$ cat config.mk
export PLATFORM = sky130hd
export DESIGN_NAME = bbq_slot_mem
export DESIGN_NICKNAME = d
export VERILOG_FILES = /design/src/hdl/bbq_pkg.sv /design/src/hdl/bbq_slot_mem.sv
export SDC_FILE = /design/constraint.sdc
export NUM_CORES = 2
export LEC_CHECK = 0
export ABC_AREA = 1
export BUFFER_PORTS_ARGS = -buffer_cell sky130_fd_sc_hd__buf_2
export CAP_MARGIN = 20
export CORE_UTILIZATION = 40
export DETAILED_ROUTE_END_ITERATION = 6
export SLEW_MARGIN = 20
export SYNTH_ARGS = -nofsm -noshare
export SYNTH_HDL_FRONTEND = slang
export SYNTH_SLANG_ARGS = --single-unit
$ cat constraint.sdc
create_clock -name clk -period 16.8 [get_ports clk]
set_clock_uncertainty 0.15 [all_clocks]
set_input_delay 0.84 -clock clk [delete_from_list [all_inputs] [get_ports clk]]
set_output_delay 0.84 -clock clk [all_outputs]
set_load 0.02 [all_outputs]
$ cat src/hdl/bbq_pkg.sv
// Shared types and constants for the byte budget packet queue.
// No dependencies; imported by every module and interface of the block.
package bbq_pkg;

	localparam int SLOT_COUNT_DEF = 64;
	localparam int HANDLE_W       = 32;
	localparam int SIZE_W         = 24;
	localparam int BYTES_W        = 32;
	localparam int STATUS_W       = 3;
	localparam int CMD_W          = 2;
	localparam logic [BYTES_W-1:0] CAPACITY_RESET = 32'd1048576;

	typedef enum logic [CMD_W-1:0] {
		CMD_PUSH  = 2'd0,
		CMD_POP   = 2'd1,
		CMD_CLOSE = 2'd2,
		CMD_RESET = 2'd3
	} cmd_t;

	typedef enum logic [STATUS_W-1:0] {
		STS_OK          = 3'd0,
		STS_NO_ROOM     = 3'd1,
		STS_CLOSED_PUSH = 3'd2,
		STS_EMPTY       = 3'd3,
		STS_DRAINED     = 3'd4
	} status_t;

	typedef struct packed {
		logic [HANDLE_W-1:0] chunk_handle;
		logic [SIZE_W-1:0]   chunk_size;
	} slot_t;

	typedef struct packed {
		status_t             status;
		logic [HANDLE_W-1:0] out_handle;
		logic [SIZE_W-1:0]   out_size;
		logic [BYTES_W-1:0]  queued_bytes;
	} result_t;

endpackage

$ cat src/hdl/bbq_slot_mem.sv
// Descriptor store: one write port, one read port, registered read data.
// Depends on bbq_pkg for the slot type.
module bbq_slot_mem import bbq_pkg::*; #(
	parameter int DEPTH = SLOT_COUNT_DEF,
	localparam int IDX_W = $clog2(DEPTH)
) (
	input  logic             clk,
	input  logic             wr_en,
	input  logic [IDX_W-1:0] wr_addr,
	input  slot_t            wr_data,
	input  logic             rd_en,
	input  logic [IDX_W-1:0] rd_addr,
	output slot_t            rd_data
);

	slot_t mem_q [DEPTH];

	always_ff @(posedge clk) begin
		if (wr_en) begin
			mem_q[wr_addr] <= wr_data;
		end
	end

	always_ff @(posedge clk) begin
		if (rd_en) begin
			rd_data <= mem_q[rd_addr];
		end
	end

endmodule

* Yosys cells after proc, flatten, opt, wreduce, memory -nomap -nowiden *
Memories as Yosys holds them, arrays and structs flattened. A register that Yosys moved wholly into a read port is not among the register bits.
Index checks and enable logic that the tools add are counted.
W data, S select, Z words.

operators by class
  mux-type cells = 2

operator list
  cell     number
  $mux W1  2

storage, ports and cells
  register bits = 0
  word-level logic and storage cells = 3
  RAM bits = 3,584
  input bits = 71
  memories = 1
  output and inout bits = 56

memories
  memory  words  width  read ports  clocked after Yosys merged registers in  write ports  RTL line            RTL
  mem_q   64     56     1           1                                        1            bbq_slot_mem.sv:16  slot_t mem_q [DEPTH];

* Longest topological paths before layout *
  word-level depth = 2
  gate-level depth with buffers = 12
  mapped depth without buffers = 9

* Worst setup path before layout *
OpenSTA, ideal clock, no wires.

  path kind = input to register
  start = in wr_en
  end = mem mem_q[48][0] in the netlist's numbering, enable pin
  path buffers = 1
  slack = 9,316 ps
  data required time = 16,040 ps
  stages = 3
  data arrival time = 6,724 ps
  library setup time = 610 ps
  cell sequence = clkbuf_1 nand4_1 nor4_1

between the ends
  cells in the longest elaborated chain, start to end = 2

RTL lines
  what                           RTL line            RTL
  from (decl)                    bbq_slot_mem.sv:8   input logic wr_en,
  $mux W1                        bbq_slot_mem.sv:19  if (wr_en) begin
  $mux W1 (not written as such)  bbq_slot_mem.sv:20  mem_q[wr_addr] <= wr_data;
  to (decl)                      bbq_slot_mem.sv:16

Every way passes these cells.

==> results.cfg <==
[drt]
route.final.wire_length_um = 457000
post_drt_wl_per_cell_um = 27.2
remaining_drc_errors = 0
drtPass1Iterations = 6
vias_per_cell = 5.68
routed-via-count = 95500
first_iter_violations = 12200
ant_nets = 0

[die]
die-area_um2 = 364000
die_y_um = 603
core_area_um2 = 359000
initial_core_util = 0.403
io-pin-count = 127
die_w_um = 603
rows = 220

[sta]
clock.fmax_mhz = 195
whs_ns = 0.225
maxSlewHeadroom = 0.173
fin_crit_sh = 0.305
layout_setup_ws_ns = 11.67
finalSetupViolCount = 0
fin_setup_tns_ns = 0
hold_viol = 0
slew_violations = 0
min_period_ns = 5.13
rsz0062_at_grt = no
tightest_slew_ns = 1.24

[cts]
cts-resized-gates = 0
h-tree-depth = 5
cts_num_sinks = 3640
ctsHoldBuffers = 0
cts-buffers-inserted = 361
cts_buffer_depth = 4
clk_pin_slew_ns = 0.06
root_buffer = clkbuf_16
post_cts_buffers = 0
cts_tree = built
clkLatencyLatePin_ns = 0.92

[finish]
multiInputGateArea_um2 = 32300
final_common_cell = nand2_1
final_area_um2 = 162000
regArea_um2 = 109000
drive_above_1_share = 0.0749
mostFrequentLayoutCells = 3,956 x nand2_1, 3,640 x edfxtp_1, 3,321 x nand3_1
syn2layout_area_growth_pct = 11.6
nets = 11800
fill_cells = 32300

[power]
p_switching_w = 0.00427
swShare = 0.225
clockPowerShare = 0.410
seqPwrFrac = 0.533
total_power_w = 0.0190
p_per_area_nw_per_um2 = 118
cellLeakagePower_nw = 56.1
vdd_drop_max_mv = 0.103
internal-power_w = 0.0147
power_frac_comb = 0.057

[setup_path]
cp_data_required_time_ns = 17.44
path_max_fanout = 183
startpoint_type = input pin
cp.arrival_ns = 5.77
worstSetupPathType = in2reg
end_kind = flip-flop

[status]
status = complete, no violations

[placement]
io_buffers = 126
pre_cts_ws_ns = 10.63
dp_hpwl_um = 224000
gp_congestion = 0.794
dpl_cell_area_um2 = 150000

[global_route]
overflow = 0
grt_pass1_wl_um = 648000
antenna_found_initial = 59
grt_usage = 0.245
grt_start_max_net_pins = 226
grt_pass1_vias = 88800

[yosys]
synth_area_um2 = 145000
ys_seq_area_frac = 0.755
synthesis.nets = 11900
synthCells = 11800
yosys_warnings = 0
synth.distinct_cells = 13
syn-mean-instance-area_um2 = 12.3
ys_ff_latch = 3640

[worst_hold_path]
hold_class = in2reg

[job]
max-cap-violations = 0
[cell usage after synthesis]
cell	n	area share
edfxtp_1	3640	0.76
buf_2	453	0.016
nand2_1	3956	0.10
inv_2	4	0.00010
nor4_1	8	0.00035
nand4_1	9	0.00039
nor2_1	56	0.0015
buf_1	83	0.0022
buf_6	1	0.000078
buf_4	15	0.00078
clkbuf_1	233	0.0060
inv_1	8	0.00021
nand3_1	3321	0.11
[cells by family (layout without fill, tap and decap cells)]
family | after synthesis | in the layout | share of synthesized area
AND/OR/NAND/NOR | 7350 | 7350 | 0.220
flip-flops | 3640 | 3640 | 0.755
buffers and inverters | 797 | 1009 | 0.0250
other | 0 | 39 | 0
[cell type report]
class | count | area share
Clock inverter | 188 | 0.00944
Multi-Input combinational cell | 7350 | 0.200
Antenna cell | 39 | 0.000604
Sequential cell | 3640 | 0.677
Tap cell | 4773 | 0.0370
Inverter | 12 | 0.000527
Clock buffer | 449 | 0.0593
Timing Repair Buffer | 360 | 0.0166
[critical path: stages]
cell     delay (ns)
buf_12         0.35
buf_12         0.54
buf_12         0.66
buf_4          0.86
buf_4          0.86
nand2_1        0.12
nand3_1        0.13
nand3_1        0.10
nand3_1        0.13
nand3_1        0.26
nand2_1        0.14
nand2_1        0.06
nand2_1        0.09
[power groups by stage]
| stage | clock network, W | registers, W | logic [W] |
|---|---|---|---|
| 2_1_floorplan | 0 | 0.0103 | 0.000604 |
| 3_3_place_gp | 0 | 0.0103 | 0.00106 |
| 3_5_place_dp | 0 | 0.0103 | 0.00107 |
| 4_1_cts | 0.00786 | 0.0101 | 0.00107 |
| 5_1_grt | 0.00818 | 0.0101 | 0.00117 |
| 6_report | 0.00779 | 0.0101 | 0.00108 |
[registers in the layout, summed over array words and instances, names as in the netlist]
register / count
mem_q: 3584
rd_data: 56
[per-layer routing]
layer  vias to the layer above  share of wire  GRT usage
li1                      41900              -          -
met1                     48000           0.40      0.334
met2                      4818           0.47      0.397
met3                       796          0.094     0.0425
met5                         -        0.00035    0.00119
met4                        16          0.035     0.0876
[path summary, 6_finish.rpt]
path | startpoint | to | slack [ns] | cells past startpoint
max | rd_addr[0] | rd_data[11] | 11.67 | 13
min | wr_data[42] | mem_q[6][42] | 0.22 | 1
max reg2reg | mem_q[1][39] | rd_data[39] | 14.84 | 8
min reg2reg | mem_q[16][41] | rd_data[41] | 0.72 | 8
[metrics by stage]
step / cells / util
after floorplan: 11800 / -
after global placement: 16100 / 0.418
after detailed placement: 16100 / 0.418
after CTS: 16800 / 0.449
after global routing: 16800 / 0.449
final: 16800 / 0.449
(Power assumes the default switching activity.)
